===== src/rtl/point_in_polygon_test_core_defines.svh =====
// ----------------------------------------------------------------------------
// point_in_polygon_test_core_defines
// assertion macros for the point-in-polygon test core
// ----------------------------------------------------------------------------
`ifndef POINT_IN_POLYGON_TEST_CORE_DEFINES_SVH
`define POINT_IN_POLYGON_TEST_CORE_DEFINES_SVH

// same-cycle implication, clocked on clk, off during rst
`define PIPT_ASSERT_NOW(lbl, ante, cons, msg) \
  lbl: assert property (@(posedge clk) disable iff (rst) (ante) |-> (cons)) else $error(msg);

// next-cycle implication, clocked on clk, off during rst
`define PIPT_ASSERT_NEXT(lbl, ante, cons, msg) \
  lbl: assert property (@(posedge clk) disable iff (rst) (ante) |=> (cons)) else $error(msg);

`endif


===== src/rtl/pipt_pkg.sv =====
// ----------------------------------------------------------------------------
// pipt_pkg
// shared constants and control bundle of the point-in-polygon test core
// ----------------------------------------------------------------------------
package pipt_pkg;

  localparam int DEF_MAX_VERTICES = 256;
  localparam int DEF_COORD_BITS   = 16;
  localparam int CNT_BITS         = 9;
  localparam int INDEX_BITS       = 8;

  typedef struct packed {
    logic latch_pt;
    logic clear;
    logic load_prev;
    logic load_edge;
    logic mul_p;
    logic mul_q;
    logic cmp;
  } ctrl_t;

endpackage


===== src/rtl/pipt_ctrl.sv =====
// ----------------------------------------------------------------------------
// pipt_ctrl
// query sequencer: walks the edges and steps the shared multiplier
// ----------------------------------------------------------------------------
module pipt_ctrl #(
  parameter int MAX_VERTICES = pipt_pkg::DEF_MAX_VERTICES,
  parameter int IW           = (MAX_VERTICES > 1) ? $clog2(MAX_VERTICES) : 1,
  parameter int NW           = ($clog2(MAX_VERTICES + 1) > pipt_pkg::CNT_BITS) ?
                               $clog2(MAX_VERTICES + 1) : pipt_pkg::CNT_BITS
) (
  input  logic            clk,
  input  logic            rst,
  input  logic            start,
  input  logic            mode,
  input  logic [NW-1:0]   cnt,
  output logic            busy,
  output logic            done,
  output logic            we,
  output logic [IW-1:0]   rd_addr,
  output pipt_pkg::ctrl_t ctrl
);
  import pipt_pkg::*;

  typedef enum logic [2:0] {
    S_IDLE, S_PREV, S_EDGE, S_MULP, S_MULQ, S_CMP
  } state_t;

  state_t        state;
  logic [IW-1:0] idx;
  logic          last;
  logic          query;

  assign busy    = state != S_IDLE;
  assign query   = start && !busy && mode;
  assign we      = start && !busy && !mode;
  assign rd_addr = (state == S_IDLE) ? IW'(cnt - NW'(1)) : idx;

  always_comb begin
    ctrl           = '0;
    ctrl.latch_pt  = query;
    ctrl.clear     = query;
    ctrl.load_prev = state == S_PREV;
    ctrl.load_edge = state == S_EDGE;
    ctrl.mul_p     = state == S_MULP;
    ctrl.mul_q     = state == S_MULQ;
    ctrl.cmp       = state == S_CMP;
  end

  always_ff @(posedge clk) begin
    if (rst) begin
      state <= S_IDLE;
      done  <= 1'b0;
      idx   <= '0;
      last  <= 1'b0;
    end else begin
      done <= 1'b0;
      case (state)
        S_IDLE: begin
          if (query) begin
            idx <= '0;
            if (cnt == '0) begin
              done <= 1'b1;
            end else begin
              state <= S_PREV;
            end
          end
        end
        S_PREV: begin
          state <= S_EDGE;
        end
        S_EDGE: begin
          last  <= NW'(idx) == (cnt - NW'(1));
          state <= S_MULP;
        end
        S_MULP: begin
          idx   <= idx + IW'(1);
          state <= S_MULQ;
        end
        S_MULQ: begin
          state <= S_CMP;
        end
        S_CMP: begin
          if (last) begin
            done  <= 1'b1;
            state <= S_IDLE;
          end else begin
            state <= S_EDGE;
          end
        end
        default: begin
          state <= S_IDLE;
        end
      endcase
    end
  end

endmodule


===== config.mk =====
export PLATFORM = sky130hd
export DESIGN_NAME = pipt_ctrl
export DESIGN_NICKNAME = d
export VERILOG_FILES = /design/src/rtl/point_in_polygon_test_core_defines.svh /design/src/rtl/pipt_pkg.sv /design/src/rtl/pipt_ctrl.sv
export SDC_FILE = /design/constraint.sdc
export NUM_CORES = 1
export LEC_CHECK = 0
export CAP_MARGIN = 30
export CORE_MARGIN = 1.5
export CORE_UTILIZATION = 60
export CTS_BUF_LIST = sky130_fd_sc_hd__clkbuf_16
export DETAILED_ROUTE_END_ITERATION = 10
export DONT_BUFFER_PORTS = 1
export PLACE_DENSITY_LB_ADDON = 0.25
export SLEW_MARGIN = 25
export SYNTH_ARGS = -nofsm -noshare
export SYNTH_HDL_FRONTEND = slang
export SYNTH_SLANG_ARGS = --single-unit

===== constraint.sdc =====
create_clock -name clk -period 2.3 [get_ports clk]
set_input_delay 0.23 -clock clk [delete_from_list [all_inputs] [get_ports clk]]
set_output_delay 0.23 -clock clk [all_outputs]
set_load 0.02 [all_outputs]

## Word level (Yosys, flattened, before mapping)

Cells that the tools add are included.
W data, S select, Z words.

- $add $sub $neg: 2
- Eq/ne operators: 8
- Multiplexer cells: 11
- Reduce and logical (&&, ||, !) cells: 11

Operators with widths:

| cell | count |
|---|---|
| $pmux W3 S6 | 1 |
| $mux W8 | 2 |
| $pmux W8 S2 | 1 |
| $eq A8 B9 Y1 | 1 |
| $logic_not A9 Y1 | 1 |
| $sub A9 B1 Y9 const B | 1 |
| $add A8 B1 Y8 const B | 1 |
| $eq A3 B2 Y1 const B | 2 |
| $eq A3 B3 Y1 const B | 2 |
| $mux W3 | 2 |
| $ne A2 B2 Y1 const B | 2 |
| $reduce_and A2 Y1 | 2 |
| $eq A3 B1 Y1 const B | 1 |
| $logic_and A1 B1 Y1 | 3 |
| $logic_not A3 Y1 | 1 |
| $mux W1 | 3 |
| $reduce_bool A3 Y1 | 1 |
| $logic_not A1 Y1 | 2 |
| $mux W2 | 1 |
| $pmux W1 S2 | 1 |
| $reduce_bool A2 Y1 | 1 |

- Bits in registers: 13
- Bits of input ports: 13
- Output and inout port bits: 18
- Logic and storage cells: 36

## Logic depth before layout (Yosys ltp)

- Word-level depth: 6
- Mapped depth: 7
- Mapped depth without buffers: 7

## Worst setup path after synthesis

OpenSTA, ideal clock, no wires.

- Kind: input port to flip-flop
- Start point: input port cnt[0]
- End point: register last
- Library setup time: 0.059 ns
- Data arrival time: 1.921 ns
- Data required time: 2.241 ns
- Path slack: 0.320 ns
- Stages: 7
- Buffers on the path: 0
- Cell sequence: inv_1 ha_1 or4b_4 or4_4 xnor2_2 nor4_1 a41o_1

- Cells in the longest elaborated chain, start to end: 2

RTL lines:

| item | line | text |
|---|---|---|
| start: declaration | pipt_ctrl.sv:15 | `input logic [NW-1:0] cnt,` |
| $sub A9 B1 Y9 | pipt_ctrl.sv:72 | `last <= NW'(idx) == (cnt - NW'(1));` |
| $eq A8 B9 Y1 | pipt_ctrl.sv:72 |  |
| end signal: assignment | pipt_ctrl.sv:72 |  |
| end: declaration | pipt_ctrl.sv:30 | `logic last;` |

No other way between the ends.
A chain may end at the register's enable or synchronous reset.

## Worst setup path in the final report

Ends and elaborated chain as after synthesis.

==> results.yml <==
setup_path:
  rrSetupSlack_ps: 430
  start_kind: "input port"
  required_ps: 2480
  arrival_ps: 2050
  worstReg2RegStart: "state[1]"
  regToRegEndpoint: "idx[7]"
  critPathKind: "input port to flip-flop"
  crit_fanout: 5
  ff2ff_path_depth: 6
  worst_setup_path_end_kind: "flip-flop"
global_routing:
  antenna_found_initial: 0
  grt_pass1_wl_mm: 3.57
  met1_usage: 0.320
  grt_pass1_vias: 842
  grt.total_usage: 0.249
  grtUsageMet2: 0.409
  met3_usage: 0.0917
  top_usage_layer: "met2"
  grt_max_degree: 19
  grt-ovfl-total: 0
cells_and_area:
  fill_cells: 156
  layout_common_cells: "nor2_1 (26), a21oi_1 (15), dfxtp_1 (13)"
  layout_commonest_cell: "nor2_1"
  area_growth_pct: 8.92
  nets: 150
  drive_gt1_frac: 0.0896
  antennaDiodeCount: 0
cts:
  cts_tree: "built"
  clock_path_buffers: 2
  cts_setup_buffers: 0
  cts.htree.levels: 1
  clock_latency_ps: 240
  root_buffer: "clkbuf_16"
  cts_hold_buf: 0
  cts_sinks: 13
  cts_buffers: 3
  clk_pin_slew_worst_paths_ps: 40
  ctsResizeCount: 0
detailed_routing:
  dr.pass1.iters: 4
  vias: 899
  drtIter0Drc: 21
  ant_nets: 0
  wl_mm: 2.17
  drc: 0
  vias_per_cell: 5.99
  post_drt_wl_per_cell_um: 14.5
sta:
  maxSlewViolCount: 0
  fin_setup_tns_ps: 0
  hold_slack_ps: 53.8
  slew_headroom: 0.509
  skew_ps: 0.955
  max_freq_mhz: 535
  finalHoldViolCount: 0
  period_share: 0.812
  worstMarginPinSlew_ps: 734
  finalSetupViolCount: 0
  period_minus_slack_ps: 1870
  grt_setup_unrepaired: "false"
floorplan:
  start_util: 0.644
  ioPinCount: 31
  fp.dieW_um: 43.5
  die_y_um: 43.5
  die-area_um2: 1890
  core_area_um2: 1520
  row_count: 14
hold_path:
  min_to: "idx[3]"
  min_path_cells: 1
  hp-class: "input port to flip-flop"
  min_from: "rst"
pwr:
  powerDensity_nw_per_um2: 690
  ir_drop_v: 0.000731
  leakage_uw: 0.000443
logic_synthesis:
  synth_top_area_cell: "dfxtp_1"
  synth_cell_types: 38
  netlist.area_leader.share: 0.265
  yosys_warnings: 0
  synth-seq-cells: 13
  yosys-top-cells-area: "dfxtp_1 (26%), nor2_1 (9.9%), xnor2_1 (8.0%)"
  netlist_area_um2: 982
  syn_nets: 148
  ys_seq_area_frac: 0.265
  avgSynthCellArea_um2: 7.38
  syn-instance-count: 133
place:
  io_buffers: 0
  dp_hpwl_mm: 1.64
  place_congestion: 0.791
job:
  max_cap_violations: 0
outcome:
  outcome: "finished clean"
report_power, final:
group          switching (uW)  total (uW)  internal, uW
Sequential               7.83         238           231
Combinational             130         181          51.3
Clock                    90.2         319           229
Total                     228         738           511
cell families (layout without fill, tap and decap cells):
| group | count (synthesis) | after routing | share of synthesized area |
|---|---|---|---|
| simple gates | 66 | 66 | 0.361 |
| mux | 2 | 2 | 0.0217 |
| compound gates | 25 | 25 | 0.145 |
| flops | 13 | 13 | 0.265 |
| buf+inv | 11 | 12 | 0.0497 |
| fa+ha+maj | 2 | 2 | 0.0255 |
| xor+xnor | 14 | 14 | 0.132 |
registers in the layout, indices dropped and copies added (netlist names):
name	cells
done	1
idx	8
last	1
state	3
area by class of cell:
class                           count  area [um2]  share of cell area
Timing Repair Buffer                2        15.0              0.0140
Inverter                            6        22.5              0.0211
Clock inverter                      1        3.75             0.00351
Multi-Input combinational cell    109         673               0.629
Sequential cell                    13         260               0.243
Clock buffer                        3        75.1              0.0702
Tap cell                           16        20.0              0.0187
synthesized netlist by cell type, drive strengths merged:
library cell,n
o21a,1
mux2i,1
or2,1
dfxtp,13
ha,2
and3,2
nor2,26
nor3,3
and4,1
buf,2
nand3,6
and2,1
mux2,1
a2111oi,1
nor3b,3
nor4,2
a21oi,15
xor2,4
nor2b,2
nand2b,2
xnor2,10
nand4,1
or4b,1
a31oi,1
clkbuf,3
inv,6
nand3b,5
a41o,1
o22ai,1
a22oi,1
nand2,8
o21ai,4
or4,2
how the worst max path moves through the flow:
stage / from / cells after the start / to
6_report: cnt[0] / 7 / last
5_1_grt: state[1] / 6 / idx[7]
4_1_cts: state[2] / 6 / idx[7]
3_5_place_dp: cnt[0] / 7 / last
3_3_place_gp: cnt[0] / 7 / last
2_1_floorplan: cnt[0] / 7 / last
routing by layer:
metal | vias up | wire length, um
met5 | - | 0
met4 | 0 | 10
met3 | 2 | 110
met2 | 28 | 1050
met1 | 409 | 1000
li1 | 460 | -
worst max-delay path, cell delays in order:
cell,delay [ps]
inv_1,40
ha_1,230
or4b_4,510
or4_4,450
xnor2_2,150
nor4_1,250
a41o_1,190
stage by stage:
step / util / setup WS (ps) / cell area [um2] / cells / power [uW]
floorplan: - / 320 / 982 / 133 / 405
global placement: 0.650 / 290 / 991 / 146 / 420
detailed placement: 0.650 / 186 / 991 / 146 / 423
CTS: 0.702 / 420 / 1070 / 150 / 745
global route: 0.702 / 290 / 1070 / 150 / 772
finish: 0.702 / 431 / 1070 / 150 / 738
Power figures use the tool's default switching activity.
