==> src/rtl/point_in_polygon_test_core_defines.svh <==
// ----------------------------------------------------------------------------
// point_in_polygon_test_core_defines
// assertion macros for the point-in-polygon test core
// ----------------------------------------------------------------------------
`ifndef POINT_IN_POLYGON_TEST_CORE_DEFINES_SVH
`define POINT_IN_POLYGON_TEST_CORE_DEFINES_SVH

// same-cycle implication, clocked on clk, off during rst
`define PIPT_ASSERT_NOW(lbl, ante, cons, msg) \
  lbl: assert property (@(posedge clk) disable iff (rst) (ante) |-> (cons)) else $error(msg);

// next-cycle implication, clocked on clk, off during rst
`define PIPT_ASSERT_NEXT(lbl, ante, cons, msg) \
  lbl: assert property (@(posedge clk) disable iff (rst) (ante) |=> (cons)) else $error(msg);

`endif

==> src/rtl/pipt_pkg.sv <==
// ----------------------------------------------------------------------------
// pipt_pkg
// shared constants and control bundle of the point-in-polygon test core
// ----------------------------------------------------------------------------
package pipt_pkg;

  localparam int DEF_MAX_VERTICES = 256;
  localparam int DEF_COORD_BITS   = 16;
  localparam int CNT_BITS         = 9;
  localparam int INDEX_BITS       = 8;

  typedef struct packed {
    logic latch_pt;
    logic clear;
    logic load_prev;
    logic load_edge;
    logic mul_p;
    logic mul_q;
    logic cmp;
  } ctrl_t;

endpackage

==> src/rtl/pipt_cross.sv <==
// ----------------------------------------------------------------------------
// pipt_cross
// edge crossing datapath around one shared signed multiplier
// ----------------------------------------------------------------------------
module pipt_cross #(
  parameter int COORD_BITS = pipt_pkg::DEF_COORD_BITS
) (
  input  logic                         clk,
  input  pipt_pkg::ctrl_t              ctrl,
  input  logic signed [COORD_BITS-1:0] pt_x,
  input  logic signed [COORD_BITS-1:0] pt_y,
  input  logic signed [COORD_BITS-1:0] rd_x,
  input  logic signed [COORD_BITS-1:0] rd_y,
  output logic                         parity
);
  import pipt_pkg::*;

  localparam int DW = COORD_BITS + 1;
  localparam int PW = 2 * DW;

  logic signed [COORD_BITS-1:0] tx, ty, xj, yj;
  logic signed [DW-1:0]         a, b, c, d;
  logic signed [DW-1:0]         a_next, b_next, c_next, d_next;
  logic signed [DW-1:0]         mop_a, mop_b;
  logic signed [PW-1:0]         prod, p, q;
  logic                         straddle, straddle_next, flip;

  always_comb begin
    straddle_next = (rd_y > ty) != (yj > ty);
    flip          = yj < rd_y;
    a_next        = DW'(tx) - DW'(rd_x);
    c_next        = DW'(xj) - DW'(rd_x);
    b_next        = flip ? (DW'(rd_y) - DW'(yj)) : (DW'(yj) - DW'(rd_y));
    d_next        = flip ? (DW'(rd_y) - DW'(ty)) : (DW'(ty) - DW'(rd_y));
    mop_a         = ctrl.mul_q ? c : a;
    mop_b         = ctrl.mul_q ? d : b;
    prod          = PW'(mop_a) * PW'(mop_b);
  end

  always_ff @(posedge clk) begin
    if (ctrl.latch_pt) begin
      tx <= pt_x;
      ty <= pt_y;
    end
    if (ctrl.clear) begin
      parity <= 1'b0;
    end else if (ctrl.cmp && straddle && (p < q)) begin
      parity <= ~parity;
    end
    if (ctrl.load_prev) begin
      xj <= rd_x;
      yj <= rd_y;
    end
    if (ctrl.load_edge) begin
      straddle <= straddle_next;
      a        <= a_next;
      b        <= b_next;
      c        <= c_next;
      d        <= d_next;
      xj       <= rd_x;
      yj       <= rd_y;
    end
    if (ctrl.mul_p) begin
      p <= prod;
    end
    if (ctrl.mul_q) begin
      q <= prod;
    end
  end

endmodule

==> config.mk <==
export PLATFORM = sky130hd
export DESIGN_NAME = pipt_cross
export DESIGN_NICKNAME = d
export VERILOG_FILES = /design/src/rtl/point_in_polygon_test_core_defines.svh /design/src/rtl/pipt_pkg.sv /design/src/rtl/pipt_cross.sv
export SDC_FILE = /design/constraint.sdc
export NUM_CORES = 1
export LEC_CHECK = 0
export ABC_CLOCK_PERIOD_IN_PS = 9400
export BUFFER_PORTS_ARGS = -buffer_cell sky130_fd_sc_hd__buf_2
export CORE_UTILIZATION = 50
export CTS_CLUSTER_SIZE = 12
export DETAILED_ROUTE_END_ITERATION = 12
export PLACE_DENSITY_LB_ADDON = 0.12
export SYNTH_ARGS = -nofsm -noshare
export SYNTH_HDL_FRONTEND = slang
export SYNTH_SLANG_ARGS = --single-unit
==> constraint.sdc <==
create_clock -name clk -period 9.4 [get_ports clk]
set_input_delay 0.94 -clock clk [delete_from_list [all_inputs] [get_ports clk]]
set_output_delay 0.94 -clock clk [all_outputs]
set_load 0.005 [all_outputs]
Yosys cells after proc, flatten, opt, wreduce, memory -nomap -nowiden
Index checks and enable logic that the tools add are counted.
Word-level totals
  output and inout port bits: 1
  latch bits: 0
  bits in registers: 202
  bits of input ports: 72
  word-level logic and storage cells: 36
  RAM bits: 0
  memory bits (read-only): 0
  memories kept: 0
Operators by class
  shift operators: 0
  bitwise operators: 1
  equality and inequality tests: 1
  add/sub/neg operators: 6
  $lt $le $gt $ge: 4
  multiplexer cells: 8
  reduce and logical (&&, ||, !) cells: 3
  multiply operators: 1
  divide/modulo/power cells: 0
Operator list (number)
  $sub A16 B16 Y17: 6
  $mux W17: 4
  $mux W16: 4
  $lt A34 B34 Y1: 1
  $mul A17 B17 Y34: 1
  $gt A16 B16 Y1: 2
  $lt A16 B16 Y1: 1
  $logic_and A1 B1 Y1: 2
  $reduce_bool A2 Y1: 1
  $ne A1 B1 Y1: 1
  $not A1 Y1: 1

Logic depth before layout (Yosys ltp)
  word-level depth: 2
  mapped depth: 29
  gate-level depth less buffers: 26

Worst setup path after synthesis
OpenSTA, ideal clock, no wires.
  path type: input port to flip-flop
  start: input ctrl[1] in the netlist's numbering
  end: register p[33] (data pin)
  setup slack: 1356 ps
  arrival time: 7781 ps
  path buffers: 3
  stages: 25
  setup time: 263 ps
  data required time: 9137 ps
  cells stage by stage: clkbuf_1 > clkbuf_1 > buf_1 > mux2_2 > nand2_1 > fa_1 > inv_1 > fa_1 > fa_1 > fa_1 > fa_1 > inv_1 > fa_1 > inv_1 > ha_1 > a21o_1 > a211oi_1 > o21bai_1 > or3_4 > o221a_1 > a311oi_1 > nor3_1 > nor4_2 > nor2_1 > xnor2_1
Between the ends
  longest elaborated chain between the ends: 2
  elaborated cells between the ends (all ways): 3
  classes of those cells: mul: 1; mux: 2
RTL lines
  start, declared: RTL line pipt_cross.sv:9  | input pipt_pkg::ctrl_t ctrl,
  $mux W17 (on tied branches): RTL line pipt_cross.sv:35, pipt_cross.sv:36
  $mul A17 B17 Y34 (*): RTL line pipt_cross.sv:37  | prod = PW'(mop_a) * PW'(mop_b);
  net prod[33]: RTL line pipt_cross.sv:25  | logic signed [PW-1:0] prod, p, q;
  end signal, assigned: RTL line pipt_cross.sv:64  | p <= prod;
  end, declared: RTL line pipt_cross.sv:25
Mark *: on every way through the listed nets, which the timed path passes. The rest lies on a longest branch.
A chain may end at the register's enable or synchronous reset.

Worst setup path in the final report
  start: input ctrl[1] in the netlist's numbering
  end: register q[33] (data pin)
Between the ends
  longest elaborated chain between the ends: 2
  elaborated cells between the ends (all ways): 3
  classes of those cells: mul: 1; mux: 2
RTL lines
  $mux W17 (on tied branches): RTL line pipt_cross.sv:35, pipt_cross.sv:36
  $mul A17 B17 Y34 (*): RTL line pipt_cross.sv:37
  net prod[33]: RTL line pipt_cross.sv:25
  end signal, assigned: RTL line pipt_cross.sv:67  | q <= prod;
  end, declared: RTL line pipt_cross.sv:25
Marked as above.

==> reports/qor.yml <==
diodes: 0
fillers: 4027
required_ns: 9.70
drc_errors: 0
numCtsBuffers: 25
post-route-util_pct: 55.0
synth_fp_nets: 2850
cts.path.max_buffers: 3
synth_most_common_cell: "inv_1"
regToRegSetupSlack_ns: 2.36
arrival_ns: 7.96
synth_top_area_share_pct: 26.4
syn2layout_area_growth_pct: 8.76
avgSynthCellArea_um2: 10.2
netlist_top_cells_count: "inv_1, fa_1, ha_1"
ctsResizeCount: 0
cap_viol_max_count: 0
setup_viol: 0
finish.instance_area_um2: 24900
die-area_um2: 46600
cts_sinks: 202
maxSlewHeadroom_pct: 30.3
synthTopCellsByArea: "fa_1, edfxtp_1, ha_1"
slowest_stage: "fa_1"
clockRootBuffer: "clkbuf_16"
crit_path_cell_trace: "buf_4, buf_4, mux2_2, inv_1, nor2_1, fa_1, fa_1, fa_1, fa_1, fa_1, inv_1, fa_1, inv_1, ha_1, a21o_1, a211oi_1, o21bai_1, or3_4, o221a_1, a311oi_1, nor3_1, nor4_2, nor2_1, xnor2_1"
gp_congestion: 0.953
start_kind: "primary input"
antenna_found_initial: 0
placed_area_um2: 24000
finClkSkew_ns: 0.0222
avgRoutedWirePerCell_um: 17.8
grt_pass1_wl_um: 85400
dp.cells: 2897
hp-class: "reg2reg"
syn_area_um2: 22900
tns_ns: 0
num_io_pins: 73
critPathMaxStageDelay_ns: 0.53
detail_route.vias_per_cell: 5.23
syn_inst: 2246
cp_common_cell: "fa_1"
yosysUniqueCellTypes: 70
worst_setup_path_end_kind: "register"
drt_iter0_markers: 753
grtUsageTotal_pct: 23.2
die_h_um: 216
fmax_mhz: 131
r2r-start: "d[3]"
ys_seq_area_share_pct: 26.5
drive_above_1_share_pct: 8.16
worst_slew_pin_slew_ns: 1.02
grt_max_degree: 71
initial_core_util_pct: 50.5
clk_latency_ns: 0.57
critPathKind: "in2reg"
hold_buffers: 0
hold_viol_final: 0
clk_pin_slew_ns: 0.06
drt_wl_total_um: 52400
fp-row-count: 78
detail-route-antenna-nets: 0
nets: 2928
synth_warnings: 0
critPathMaxFanout: 29
grt_pass1_vias: 16000
crit_start: "ctrl[1]"
portBuffers: 72
h-tree-depth: 1
worst-path-buf-inv: 5
status: "finished clean"
ys_seq_elements: 202
min_period_over_period_pct: 81.5
min_from: "parity"
ys_async_sr_fraction_pct: 0
vias: 15400
yosysTopAreaCell: "fa_1"
die_width_um: 216
firstDrtPassIters: 6
final_cells: 2942
grt_remaining_overflow: 0
post_cts_buffers: 0
fin_crit_ns: 7.66
cp_top_family: "adder cells"
synth-edff-count: 201
cts_tree: "yes"
core_area_um2: 45300
final_max_slew_viol_count: 0
ys.flop_type: "edfxtp_1"
dpl.hpwl_um: 43700
grt_setup_unrepaired: "false"
-- worst reg2reg max path, cell delays in order (launching register included) --
cell	delay, ns
edfxtp_1	0.40
mux2i_1	0.81
nor2_1	0.17
fa_1	0.55
inv_1	0.06
fa_1	0.46
fa_1	0.55
inv_1	0.06
fa_1	0.45
fa_1	0.52
inv_1	0.05
fa_1	0.47
inv_1	0.04
ha_1	0.20
a21o_1	0.20
a211oi_1	0.24
o21bai_1	0.15
or3_4	0.39
o221a_1	0.25
a311oi_1	0.31
nor3_1	0.12
nor4_2	0.15
nor2_1	0.08
xnor2_1	0.14
-- per-layer routing --
| metal | GRT usage (%) | share of wire (%) |
|---|---|---|
| met1 | 32.9 | 47 |
| met2 | 38.1 | 45 |
| met3 | 2.71 | 5.4 |
| met4 | 5.56 | 2.1 |
| met5 | 0 | 0 |
-- cells in the final DEF, fill, tap and decap left out, types with 4 or more instances in the layout --
cell type  Yosys  routed
inv_1        459     459
fa_1         302     302
ha_1         230     230
nor2_1       212     212
edfxtp_1     201     201
nand2_1      165     165
a21oi_1       85      85
buf_2          1      71
xnor2_1       66      66
o21ai_0       61      61
a21o_1        59      59
mux2i_1       51      51
buf_4          4      32
mux2_2        30      30
nand2b_1      30      30
nor2b_1       26      26
clkbuf_16      0      25
xor2_1        23      23
nor3_1        20      20
nand3_1       17      17
nand4_1       17      17
a211oi_1      14      14
o21bai_1      13      13
o211ai_1      10      10
o21a_1        10      10
or2_2          8       8
or3_1          7       7
a31oi_1        7       7
a21boi_0       6       6
and3_1         4       4
o31ai_1        4       4
a221oi_1       4       4
bufinv_16      0       4
clkbuf_1      38       4
-- flip-flops by register name, indices dropped and copies added (netlist names) --
signal,flops
yj,16
q,34
a,17
straddle,1
b,17
xj,16
parity,1
ty,16
tx,16
p,34
c,17
d,17
-- logic make-up (layout without fill, tap and decap cells) --
group | count (synthesis) | in the layout | synth area share [%]
AO/OA/AOI/OAI | 312 | 312 | 8.93
XOR/XNOR | 89 | 89 | 3.41
adder cells (fa/ha/maj) | 532 | 532 | 39.0
buffers and inverters | 511 | 607 | 8.46
flip-flops | 202 | 202 | 26.5
multiplexers | 82 | 82 | 3.80
AND/OR/NAND/NOR | 518 | 518 | 9.96
-- through the flow --
| stage | worst slack [ns] | hold slack, ns |
|---|---|---|
| after global routing | 1.38 | 0.523 |
| after detailed placement | 1.22 | 0.542 |
| after CTS | 1.80 | 0.510 |
| after global placement | 1.29 | 0.491 |
| after floorplan | 1.36 | 0.502 |
| final | 1.74 | 0.530 |
-- final timing paths --
kind,endpoint,cells after the start
min reg2reg,parity,2
max reg2reg,q[33],23
max,q[33],24
min,parity,2
-- cell type report --
cell class / instances / area (µm²) / area share (%)
clock buffer: 31 / 668 / 2.68
clock inverter: 14 / 198 / 0.794
sequential: 202 / 6060 / 24.3
tap: 600 / 751 / 3.02
inverter: 459 / 1720 / 6.92
timing repair buffer: 103 / 596 / 2.39
multi-input combinational: 1533 / 14900 / 59.9
Power is left out: the tool's default activity adds up to more than one toggle a clock period on the data nets, which glitch-free logic cannot reach.
